$ cat config.mk
export PLATFORM = sky130hd
export DESIGN_NAME = foreground_bounding_box
export DESIGN_NICKNAME = d
export VERILOG_FILES = /design/src/rtl/fgbb_pkg.sv /design/src/rtl/fgbb_decode.sv /design/src/rtl/fgbb_tracker.sv /design/src/rtl/foreground_bounding_box.sv
export SDC_FILE = /design/constraint.sdc
export NUM_CORES = 1
export LEC_CHECK = 0
export BUFFER_PORTS_ARGS = -buffer_cell sky130_fd_sc_hd__buf_2
export CELL_PAD_IN_SITES_DETAIL_PLACEMENT = 0
export CELL_PAD_IN_SITES_GLOBAL_PLACEMENT = 1
export CORE_ASPECT_RATIO = 2
export CORE_MARGIN = 4
export CORE_UTILIZATION = 25
export DETAILED_ROUTE_END_ITERATION = 10
export PLACE_DENSITY = 0.54
export SLEW_MARGIN = 20
export SYNTH_ARGS = -nofsm -noshare
export SYNTH_HDL_FRONTEND = slang
export SYNTH_SLANG_ARGS = --single-unit
$ cat constraint.sdc
create_clock -name clk -period 8 [get_ports clk]
set_input_delay 1.6 -clock clk [delete_from_list [all_inputs] [get_ports clk]]
set_output_delay 1.6 -clock clk [all_outputs]
set_load 0.01 [all_outputs]
$ cat src/rtl/fgbb_pkg.sv
// Package for the foreground bounding box block.
// Holds the format codes, dimension widths and the result word type.
// No dependencies.
`default_nettype none

package fgbb_pkg;

  // largest frame dimension in pixels
  localparam int MAX_DIM = 256;

  // position counters run 0 .. MAX_DIM-1
  localparam int CNT_W = (MAX_DIM > 2) ? $clog2(MAX_DIM) : 1;
  // effective dimension runs 1 .. MAX_DIM
  localparam int DIM_W = $clog2(MAX_DIM + 1);
  // compare width for counter + 1 against a dimension
  localparam int CMP_W = (DIM_W > CNT_W + 1) ? DIM_W : CNT_W + 1;

  localparam int FMT_W     = 3;
  localparam int DIM_CFG_W = 9;
  localparam int COLOR_W   = 24;
  localparam int PIXEL_W   = 32;
  localparam int BOX_W     = 8;
  localparam int CFG_IDX_W = 2;
  localparam int CFG_DATA_W = 24;

  // pixel format codes
  localparam logic [FMT_W-1:0] FMT_555 = 3'd0;
  localparam logic [FMT_W-1:0] FMT_565 = 3'd1;
  localparam logic [FMT_W-1:0] FMT_24  = 3'd2;
  localparam logic [FMT_W-1:0] FMT_32  = 3'd3;

  // configuration register indexes
  localparam logic [CFG_IDX_W-1:0] REG_PIXEL_FORMAT = 2'd0;
  localparam logic [CFG_IDX_W-1:0] REG_FRAME_WIDTH  = 2'd1;
  localparam logic [CFG_IDX_W-1:0] REG_FRAME_HEIGHT = 2'd2;
  localparam logic [CFG_IDX_W-1:0] REG_BACK_COLOR   = 2'd3;

  typedef struct packed {
    logic             found;
    logic [BOX_W-1:0] left;
    logic [BOX_W-1:0] top;
    logic [BOX_W-1:0] right;
    logic [BOX_W-1:0] bottom;
  } box_t;

endpackage

`default_nettype wire

$ cat src/rtl/fgbb_decode.sv
// Pixel decode and background compare for the foreground bounding box block.
// Depends on fgbb_pkg.
`default_nettype none

module fgbb_decode (
  input  wire logic [fgbb_pkg::PIXEL_W-1:0] pixel_word,
  input  wire logic [fgbb_pkg::FMT_W-1:0]   pixel_format,
  input  wire logic [fgbb_pkg::COLOR_W-1:0] back_color,
  output logic                              fg
);

  logic [15:0]                    v;
  logic [fgbb_pkg::COLOR_W-1:0]   color;

  assign v = pixel_word[15:0];

  always_comb begin
    case (pixel_format)
      fgbb_pkg::FMT_555: begin
        color = {v[14:10], 3'b000, v[9:5], 3'b000, v[4:0], 3'b000};
      end
      fgbb_pkg::FMT_565: begin
        color = {v[15:11], 3'b000, v[10:5], 2'b00, v[4:0], 3'b000};
      end
      fgbb_pkg::FMT_24, fgbb_pkg::FMT_32: begin
        // swap byte order: byte 0 lands in the top of the colour
        color = {pixel_word[7:0], pixel_word[15:8], pixel_word[23:16]};
      end
      default: begin
        color = '0;
      end
    endcase
  end

  assign fg = (color != back_color);

endmodule

`default_nettype wire

$ cat src/rtl/fgbb_tracker.sv
// Position counters and min / max trackers for the foreground bounding box.
// Gives the frame-end flag and the result word for the pixel in hand.
// Depends on fgbb_pkg.
`default_nettype none

module fgbb_tracker (
  input  wire logic                              clk,
  input  wire logic                              rst,
  input  wire logic                              advance,
  input  wire logic                              fg,
  input  wire logic [fgbb_pkg::DIM_CFG_W-1:0]    frame_width,
  input  wire logic [fgbb_pkg::DIM_CFG_W-1:0]    frame_height,
  output logic                                   last,
  output fgbb_pkg::box_t                         box
);

  logic [fgbb_pkg::CNT_W-1:0] col_count;
  logic [fgbb_pkg::CNT_W-1:0] row_count;
  logic [fgbb_pkg::CNT_W-1:0] min_col;
  logic [fgbb_pkg::CNT_W-1:0] max_col;
  logic [fgbb_pkg::CNT_W-1:0] min_row;
  logic [fgbb_pkg::CNT_W-1:0] max_row;
  logic                       any_found;

  logic [fgbb_pkg::CNT_W-1:0] min_col_next;
  logic [fgbb_pkg::CNT_W-1:0] max_col_next;
  logic [fgbb_pkg::CNT_W-1:0] min_row_next;
  logic [fgbb_pkg::CNT_W-1:0] max_row_next;
  logic                       any_found_next;

  logic [fgbb_pkg::DIM_W-1:0] eff_w;
  logic [fgbb_pkg::DIM_W-1:0] eff_h;
  logic [fgbb_pkg::CMP_W-1:0] col_inc;
  logic [fgbb_pkg::CMP_W-1:0] row_inc;
  logic                       row_end;

  // zero acts as one, oversize saturates
  always_comb begin
    if (frame_width == '0) begin
      eff_w = fgbb_pkg::DIM_W'(1);
    end else if (32'(frame_width) > fgbb_pkg::MAX_DIM) begin
      eff_w = fgbb_pkg::DIM_W'(fgbb_pkg::MAX_DIM);
    end else begin
      eff_w = fgbb_pkg::DIM_W'(frame_width);
    end
    if (frame_height == '0) begin
      eff_h = fgbb_pkg::DIM_W'(1);
    end else if (32'(frame_height) > fgbb_pkg::MAX_DIM) begin
      eff_h = fgbb_pkg::DIM_W'(fgbb_pkg::MAX_DIM);
    end else begin
      eff_h = fgbb_pkg::DIM_W'(frame_height);
    end
  end

  assign col_inc = fgbb_pkg::CMP_W'(col_count) + fgbb_pkg::CMP_W'(1);
  assign row_inc = fgbb_pkg::CMP_W'(row_count) + fgbb_pkg::CMP_W'(1);
  assign row_end = (col_inc >= fgbb_pkg::CMP_W'(eff_w));
  assign last    = row_end && (row_inc >= fgbb_pkg::CMP_W'(eff_h));

  // fold the current pixel into the trackers; the first hit takes its own place
  always_comb begin
    min_col_next   = min_col;
    max_col_next   = max_col;
    min_row_next   = min_row;
    max_row_next   = max_row;
    any_found_next = any_found;
    if (fg) begin
      if (!any_found || (col_count < min_col)) min_col_next = col_count;
      if (!any_found || (col_count > max_col)) max_col_next = col_count;
      if (!any_found || (row_count < min_row)) min_row_next = row_count;
      if (!any_found || (row_count > max_row)) max_row_next = row_count;
      any_found_next = 1'b1;
    end
  end

  always_comb begin
    box.found  = any_found_next;
    box.left   = any_found_next ? fgbb_pkg::BOX_W'(min_col_next) : '0;
    box.top    = any_found_next ? fgbb_pkg::BOX_W'(min_row_next) : '0;
    box.right  = any_found_next ? fgbb_pkg::BOX_W'(max_col_next) : '0;
    box.bottom = any_found_next ? fgbb_pkg::BOX_W'(max_row_next) : '0;
  end

  always_ff @(posedge clk) begin
    if (rst) begin
      col_count <= '0;
      row_count <= '0;
      min_col   <= '1;
      max_col   <= '0;
      min_row   <= '1;
      max_row   <= '0;
      any_found <= 1'b0;
    end else if (advance) begin
      if (last) begin
        // frame done: clear for the next one
        col_count <= '0;
        row_count <= '0;
        min_col   <= '1;
        max_col   <= '0;
        min_row   <= '1;
        max_row   <= '0;
        any_found <= 1'b0;
      end else begin
        if (row_end) begin
          col_count <= '0;
          row_count <= fgbb_pkg::CNT_W'(row_inc);
        end else begin
          col_count <= fgbb_pkg::CNT_W'(col_inc);
        end
        min_col   <= min_col_next;
        max_col   <= max_col_next;
        min_row   <= min_row_next;
        max_row   <= max_row_next;
        any_found <= any_found_next;
      end
    end
  end

endmodule

`default_nettype wire

$ cat src/rtl/foreground_bounding_box.sv
// Foreground bounding box over a raster-ordered frame: top level.
// Input register, decode, trackers and the result register.
// Depends on fgbb_pkg, fgbb_decode and fgbb_tracker.
// Throughput: one pixel word per cycle; the input stalls only while the last
// pixel of a frame waits for the result register to be taken.
// The result is registered: the last pixel passes the input register, then its
// box is loaded into the result register once any previous result is taken.
// Reset (rst, synchronous): registers to their reset values, trackers cleared.
`default_nettype none

module foreground_bounding_box (
  input  wire logic                               clk,
  input  wire logic                               rst,
  input  wire logic                               in_valid,
  output logic                                    in_ready,
  input  wire logic [fgbb_pkg::PIXEL_W-1:0]       pixel_word,
  output logic                                    out_valid,
  input  wire logic                               out_ready,
  output logic                                    found,
  output logic [fgbb_pkg::BOX_W-1:0]              box_left,
  output logic [fgbb_pkg::BOX_W-1:0]              box_top,
  output logic [fgbb_pkg::BOX_W-1:0]              box_right,
  output logic [fgbb_pkg::BOX_W-1:0]              box_bottom,
  input  wire logic                               cfg_we,
  input  wire logic [fgbb_pkg::CFG_IDX_W-1:0]     cfg_index,
  input  wire logic [fgbb_pkg::CFG_DATA_W-1:0]    cfg_data
);

  logic [fgbb_pkg::FMT_W-1:0]     pixel_format;
  logic [fgbb_pkg::DIM_CFG_W-1:0] frame_width;
  logic [fgbb_pkg::DIM_CFG_W-1:0] frame_height;
  logic [fgbb_pkg::COLOR_W-1:0]   back_color;

  logic                           s1_valid;
  logic [fgbb_pkg::PIXEL_W-1:0]   s1_word;
  logic                           s1_fg;
  logic                           s1_last;
  logic                           advance;
  fgbb_pkg::box_t                 s1_box;
  fgbb_pkg::box_t                 out_box;

  always_ff @(posedge clk) begin
    if (rst) begin
      pixel_format <= fgbb_pkg::FMT_24;
      frame_width  <= fgbb_pkg::DIM_CFG_W'(256);
      frame_height <= fgbb_pkg::DIM_CFG_W'(256);
      back_color   <= '0;
    end else if (cfg_we) begin
      case (cfg_index)
        fgbb_pkg::REG_PIXEL_FORMAT: pixel_format <= cfg_data[fgbb_pkg::FMT_W-1:0];
        fgbb_pkg::REG_FRAME_WIDTH:  frame_width  <= cfg_data[fgbb_pkg::DIM_CFG_W-1:0];
        fgbb_pkg::REG_FRAME_HEIGHT: frame_height <= cfg_data[fgbb_pkg::DIM_CFG_W-1:0];
        fgbb_pkg::REG_BACK_COLOR:   back_color   <= cfg_data[fgbb_pkg::COLOR_W-1:0];
        default: ;
      endcase
    end
  end

  // a pixel leaves the input register unless it ends a frame and the result
  // register is still full and not being taken
  assign advance  = s1_valid && (!s1_last || !out_valid || out_ready);
  assign in_ready = !s1_valid || advance;

  always_ff @(posedge clk) begin
    if (rst) begin
      s1_valid <= 1'b0;
    end else if (in_ready) begin
      s1_valid <= in_valid;
    end
  end

  always_ff @(posedge clk) begin
    if (in_valid && in_ready) begin
      s1_word <= pixel_word;
    end
  end

  fgbb_decode u_decode (
    .pixel_word   (s1_word),
    .pixel_format (pixel_format),
    .back_color   (back_color),
    .fg           (s1_fg)
  );

  fgbb_tracker u_tracker (
    .clk          (clk),
    .rst          (rst),
    .advance      (advance),
    .fg           (s1_fg),
    .frame_width  (frame_width),
    .frame_height (frame_height),
    .last         (s1_last),
    .box          (s1_box)
  );

  always_ff @(posedge clk) begin
    if (rst) begin
      out_valid <= 1'b0;
    end else if (advance && s1_last) begin
      out_valid <= 1'b1;
    end else if (out_ready) begin
      out_valid <= 1'b0;
    end
  end

  always_ff @(posedge clk) begin
    if (advance && s1_last) begin
      out_box <= s1_box;
    end
  end

  assign found      = out_box.found;
  assign box_left   = out_box.left;
  assign box_top    = out_box.top;
  assign box_right  = out_box.right;
  assign box_bottom = out_box.bottom;

  // empty frame gives an all-zero box
  a_empty_zero: assert property (@(posedge clk) disable iff (rst)
    out_valid && !found |-> box_left == '0 && box_top == '0 &&
                            box_right == '0 && box_bottom == '0)
    else $error("empty frame result carries a non-zero box");

  // a found box is never inverted
  a_box_order: assert property (@(posedge clk) disable iff (rst)
    out_valid && found |-> box_left <= box_right && box_top <= box_bottom)
    else $error("bounding box edges out of order");

  // hold the frame-end pixel while the result register is full and not taken
  a_last_holds: assert property (@(posedge clk) disable iff (rst)
    s1_valid && s1_last && out_valid && !out_ready |-> !in_ready && !advance)
    else $error("frame-end word advanced over an untaken result");

  // an empty input register always takes a word
  a_empty_ready: assert property (@(posedge clk) disable iff (rst)
    !s1_valid |-> in_ready)
    else $error("input stalled with empty input register");

  // a new result is valid in the cycle after a frame-end pixel advances
  a_result_follows: assert property (@(posedge clk) disable iff (rst)
    advance && s1_last |=> out_valid)
    else $error("frame-end word produced no result");

endmodule

`default_nettype wire

After elaboration in Yosys (flattened, before gate mapping)
Index checks and enable logic that the tools add are counted.

Register bits after elaboration: 153. Input port bits: 63. Output and inout bits: 35.

Add/subtract/negate cells: 2. $lt $le $gt $ge: 8. Equal/unequal tests: 7. Mux-type cells: 25. Reduce and logical (&&, ||, !) cells: 27.

Operator list (number): 8-bit two-way mux (16); 24-bit one-hot mux with 3 select lines (1); 9-bit two-way mux (4); 24-bit inequality test (1); 8-bit by 1-bit adder with 9-bit output (second input constant) (2); 9-bit greater-or-equal comparator (2); 9-bit greater-than comparator (second input constant) (2); 9-bit logical NOT (2); 8-bit greater-than comparator (2); 8-bit less-than comparator (2); 2-bit AND reduction (5); 1-bit logical OR (7); 3-bit by 2-bit == test with 1-bit output (second input constant) (2); 2-bit == test (second input constant) (2); 1-bit logical AND (4); 1-bit logical NOT (4); 1-bit two-way mux (4); 2-bit nonzero test (2); 3-bit by 1-bit == test with 1-bit output (second input constant) (1); 3-bit logical NOT (1); 2-bit by 1-bit == test with 1-bit output (second input constant) (1); 2-bit logical NOT (1); 2-bit OR reduction (1).

Depth between registers and ports, before layout
Depth after elaboration: 11. Depth in mapped cells: 17. Depth with buffers taken out: 13.

By module
A second synthesis with hierarchy kept.

Cells, all modules: 875. Area, all modules: 8770.9 um2.

Modules (own cells, without submodules): fgbb_tracker (times used 1, cells an instance 508, area each 4017.6 um2, sequential area each 980.9 um2); foreground_bounding_box (times used 1, cells an instance 256, area each 3943.8 um2, sequential area each 2892.8 um2); fgbb_decode (times used 1, cells an instance 111, area each 809.5 um2, sequential area each 0.0 um2).

Worst setup path after synthesis
No wires, ideal clock.

Path type: reg2reg. Start: register u_tracker.row_count[2] (netlist name). End: register out_box (netlist bit box_bottom[0]) (enable). Setup time: 0.423 ns. Arrival time: 4.127 ns. Required time: 7.577 ns. Slack: 3.450 ns. Cell stages (with the launch flop): 15. Clock period less this slack: 4.550 ns. Path through: dfxtp_1 > clkbuf_1 > inv_1 > nor3_1 > nand3_1 > xnor2_1 > ha_1 > nand2_1 > nor3_1 > a21oi_1 > or2_2 > clkbuf_1 > nor2_1 > nand2_1 > nor2_1.

Cells in the longest elaborated chain, start to end: 8.

RTL lines: from (decl) (RTL line fgbb_tracker.sv:18) `logic [fgbb_pkg::CNT_W-1:0] row_count;`; from (signal assigned) (RTL line fgbb_tracker.sv:106) `row_count <= fgbb_pkg::CNT_W'(row_inc);`; 8-bit by 1-bit adder with 9-bit output * (RTL line fgbb_tracker.sv:56) `assign row_inc = fgbb_pkg::CMP_W'(row_count) + fgbb_pkg::CMP_W'(1);`; 9-bit greater-or-equal comparator * (RTL line fgbb_tracker.sv:58) `assign last = row_end && (row_inc >= fgbb_pkg::CMP_W'(eff_h));`; 1-bit logical AND * (RTL line fgbb_tracker.sv:58); 1-bit logical NOT (RTL line foreground_bounding_box.sv:61) `assign advance = s1_valid && (!s1_last || !out_valid || out_ready);`; 1-bit logical OR (2 in a row) (RTL line foreground_bounding_box.sv:61); 1-bit logical AND (RTL line foreground_bounding_box.sv:61); 1-bit logical AND * (RTL line foreground_bounding_box.sv:107) `if (advance && s1_last) begin`; to (signal assigned) (RTL line foreground_bounding_box.sv:108) `out_box <= s1_box;`; to (decl) (RTL line foreground_bounding_box.sv:40) `fgbb_pkg::box_t out_box;`.

Every way passes the cells marked *; elsewhere a longest branch is shown, timed or not. A chain may end at the register's enable or synchronous reset.

Worst setup path in the final report
Start: register u_tracker.col_count[1] (netlist name). End: output port in_ready.

Cells in the longest elaborated chain, start to end: 8.

RTL lines: from (decl) (RTL line fgbb_tracker.sv:17) `logic [fgbb_pkg::CNT_W-1:0] col_count;`; from (signal assigned) (RTL line fgbb_tracker.sv:108) `col_count <= fgbb_pkg::CNT_W'(col_inc);`; 8-bit by 1-bit adder with 9-bit output (RTL line fgbb_tracker.sv:55) `assign col_inc = fgbb_pkg::CMP_W'(col_count) + fgbb_pkg::CMP_W'(1);`; 9-bit greater-or-equal comparator (RTL line fgbb_tracker.sv:57) `assign row_end = (col_inc >= fgbb_pkg::CMP_W'(eff_w));`; 1-bit logical AND (RTL line fgbb_tracker.sv:58); 1-bit logical NOT (RTL line foreground_bounding_box.sv:61); 1-bit logical OR (2 in a row) (RTL line foreground_bounding_box.sv:61); 1-bit logical AND (RTL line foreground_bounding_box.sv:61); 1-bit logical OR (RTL line foreground_bounding_box.sv:62) `assign in_ready = !s1_valid || advance;`; to (decl) (RTL line foreground_bounding_box.sv:15) `output logic in_ready,`.

Every way passes these cells.

==> results.txt <==
----------------------------------------------------
[CTS]
  Maximum count of clock buffers along a single path ... 2
  Clock-pin transition on the worst setup and hold timing paths ... 0.06 ns
  Number of resized instances in the post-cts repair step ... 0
  Worst skew pair latency ... 0.44 ns
  Root buffer cell ... sky130_fd_sc_hd__clkbuf_16
  Number of buffers added by the clock tree synthesis step ... 17
  Cts hold-fix bufs ... 0
  Setup bufs post-CTS ... 0
  Number of sinks handled by clock tree synthesis ... around 150
  H-tree levels ... 4
  TritonCTS clock tree ... built

[Setup path]
  Sort of element at the start of the critical path ... flip-flop
  Internal reg-to-reg setup slack ... between 3 and 4 ns
  Critical path fanouts, max ... 9
  Logic depth of the worst register-to-register path ... 13
  Most prevalent standard cell on the critical path ... sky130_fd_sc_hd__nand3_1
  Series of cell instances along the critical path ... nand3_1 -> or3_1 -> inv_1 -> nand3_1 -> xnor2_1 -> ha_1 -> a2111oi_0 -> o21ai_0 -> o22ai_1 -> nor2_1 -> nand3_1 -> buf_2
  Slowest Stage Delay on Critical Path ... 0.62 ns
  Critical Setup Path Class ... flip-flop to primary output
  RR Endpoint ... u_tracker.min_col[1]
  Endpoint class of the critical path ... primary output
  Required time of the critical path ... roughly 6.4 ns
  Timing endpoint of the critical path ... in_ready
  Library cell contributing the largest single delay on the critical path ... sky130_fd_sc_hd__o22ai_1
  Timing startpoint of the critical path ... u_tracker.col_count[1]
  Worst reg2reg startpoint ... u_tracker.col_count[1]
  Worst path arrival time ... just under 4 ns

[Outcome]
  Status ... complete, no violations

[Yosys]
  Post-synthesis instance area ... roughly 0.008 sq mm
  Count of state elements after synthesis ... 153
  Number of enable-type register cells in the synthesized netlist ... 57
  Post-synthesis net count ... roughly 1000
  Warning count from the yosys run ... 0
  Dominant register cell in the synthesized netlist ... sky130_fd_sc_hd__dfxtp_1
  Fraction of the yosys area taken by sequential cells ... 0.455
  Post-synthesis area per instance ... roughly 9.3 sq um
  Post-synth cell types ... 66
  Gate Count Post-Synth ... 862
  Share of flip-flops with an asynchronous set or reset ... 0

[Route]
  Total DRC errors in the routed layout ... 0
  Antenna Nets Post-Route ... 0
  Detailed Route WL ... 22.9 mm
  Via Count ... 6296
  Number of search-and-repair iterations in the first detailed-routing pass ... 4
  Mean routed wirelength per cell ... between 15 and 20 microns
  Vias per std cell ... 4.60
  First-iteration detailed-routing DRC count ... approximately 260

[Placement]
  Placement-stage cell area ... 0.00884 sq mm
  Worst slack at placement ... ~2.9 ns
  HPWL after detailed placement ... 17.6 mm
  Port bufs ... 89
  Dpl cells ... roughly 1300
  Final Wtd Congestion ... 0.801

[Finish]
  Antenna diodes ... 0
  Commonest cells after routing, fill and taps aside ... sky130_fd_sc_hd__nand2_1, sky130_fd_sc_hd__dfxtp_1, sky130_fd_sc_hd__buf_2
  NumNets Final ... roughly 1000
  Area added between synthesis and finish ... 18.3%
  Most common cell after layout, fill and taps aside ... sky130_fd_sc_hd__nand2_1
  Final core utilization ... 0.299
  Layout cells sized above 1 ... 0.151
  Non-filler cells, final ... 1369
  Layout Cell Area excl Fill ... 0.00944 sq mm

[STA]
  Max Fclk ... 180 MHz
  Sum of negative setup slack ... 0 ns
  Worst slack on hold paths ... 0.457 ns
  Setup repair after global routing missed its margin ... false
  Final hold vios ... 0
  Final Slew Violations ... 0
  Worst-Margin Slew ... ~1.1 ns
  Clock tree skew after final layout ... 0.0103 ns
  Period minus WS final ... 5.57 ns
  Total setup violations reported at the end of the flow ... 0
  Worst rel slew slack ... 0.278
  Final cycle utilization of the critical path ... 0.696
  Final worst slack ... roughly 2.4 ns

[Power]
  Peak VDD IR ... between 0.1 and 0.15 mV
  Pwr Density ... 193 mW/mm^2
  Leakage power ... 3.66 nW
  Overall power after layout ... 1.82 mW

[Run]
  Max-cap violation count ... 0

[Floorplanning]
  Die area ... ~0.035 sq mm
  Core area ... 0.0315 sq mm
  Number of rows in the core area ... 92
  Floorplan die width ... 134 microns
  Ports ... 98
  Initial Utilization ... 0.253
  Vertical extent of the die ... 261 microns

[Min path]
  Hold crit path type ... flip-flop to flip-flop

[GRT]
  Global-route wire length before repair ... 35.6 mm
  Number of antenna violations at the first check in global routing ... 0
  Global route total overflow ... 0
  Number of global-route vias before repair ... 6416
  Pin count of the biggest net entering global routing ... 62
  Total GRT Usage ... 0.134

----------------------------------------------------
## sequential cells by signal, indices dropped and copies added, names as in the netlist, 8 cells and up
name,flops
back_color,24
box_bottom,8
box_left,8
box_right,8
box_top,8
frame_height,9
frame_width,9
s1_word,24
u_tracker.col_count,8
u_tracker.max_col,8
u_tracker.max_row,8
u_tracker.min_col,8
u_tracker.min_row,8
u_tracker.row_count,8
## worst min-delay path by stage
stage	startpoint	cells past startpoint	endpoint	slack, ns
after floorplan	frame_height[0]	2	frame_height[0]	0.44
after global placement	frame_width[0]	2	frame_width[0]	0.45
after detailed placement	frame_width[0]	2	frame_width[0]	0.45
after CTS	frame_width[0]	2	frame_width[0]	0.46
after global routing	frame_height[0]	2	frame_height[0]	0.49
final	frame_width[0]	2	frame_width[0]	0.46
## kinds of logic (layout without fill, tap and decap cells)
group           after synthesis  in the layout  share of synthesized area
mux                          38             38                     0.0503
simple gates                272            272                      0.153
xor+xnor                     26             26                     0.0285
compound gates              222            222                      0.185
fa+ha+maj                    50             50                     0.0784
flops                       153            153                      0.455
buf+inv                     101            185                     0.0486
## power breakdown
part	switching, mW	internal [mW]	leakage [nW]	total, mW
logic	0.0865	0.0569	2.06	0.143
registers	0.0213	0.828	1.31	0.849
clock network	0.321	0.504	0.288	0.825
total	0.429	1.39	3.66	1.82
## cell type report
| class | count | area (sq um) |
|---|---|---|
| timing repair buffer | 94 | 483 |
| multi-input combinational | 608 | 3980 |
| sequential | 153 | 3630 |
| clock inverter | 9 | 121 |
| tap | 423 | 529 |
| clock buffer | 22 | 465 |
| fill | 3415 | 22100 |
| inverter | 60 | 225 |
## cells in the mapped netlist (all sizes together), types with 9 or more instances
| library cell | number | area (sq um) |
|---|---|---|
| a31oi | 18 | 113 |
| mux2i | 34 | 357 |
| o21ai | 30 | 150 |
| inv | 58 | 218 |
| nor2 | 38 | 143 |
| nor2b | 9 | 56.3 |
| nand3 | 19 | 95.1 |
| edfxtp | 57 | 1710 |
| nor3 | 11 | 55.1 |
| ha | 50 | 626 |
| a21oi | 75 | 383 |
| dfxtp | 96 | 1920 |
| nand2 | 149 | 567 |
| clkbuf | 34 | 128 |
| a211o | 10 | 87.6 |
| a22o | 32 | 280 |
| a211oi | 9 | 67.6 |
| xnor2 | 19 | 166 |
## routing by layer
layer | vias to the layer above | routed length [microns] | track usage
met1 | 2923 | 8280 | 0.127
met3 | 37 | 716 | 0.0239
met4 | 0 | 948 | 0.0722
met5 | - | 0 | 0
li1 | 3223 | - | -
met2 | 113 | 12900 | 0.266
## worst max-delay path: cells and delay by family, from the launching register on
family | cells | cell delay (ns)
and+or+nand+nor | 5 | 1.18
xor gates and xnor gates | 1 | 0.18
AOI/OAI and AO/OA | 3 | 1.13
buffers and inverters | 2 | 0.26
DFF | 1 | 0.56
adders and majority gates | 1 | 0.22
Note: power is estimated with default switching activity, not from simulation.
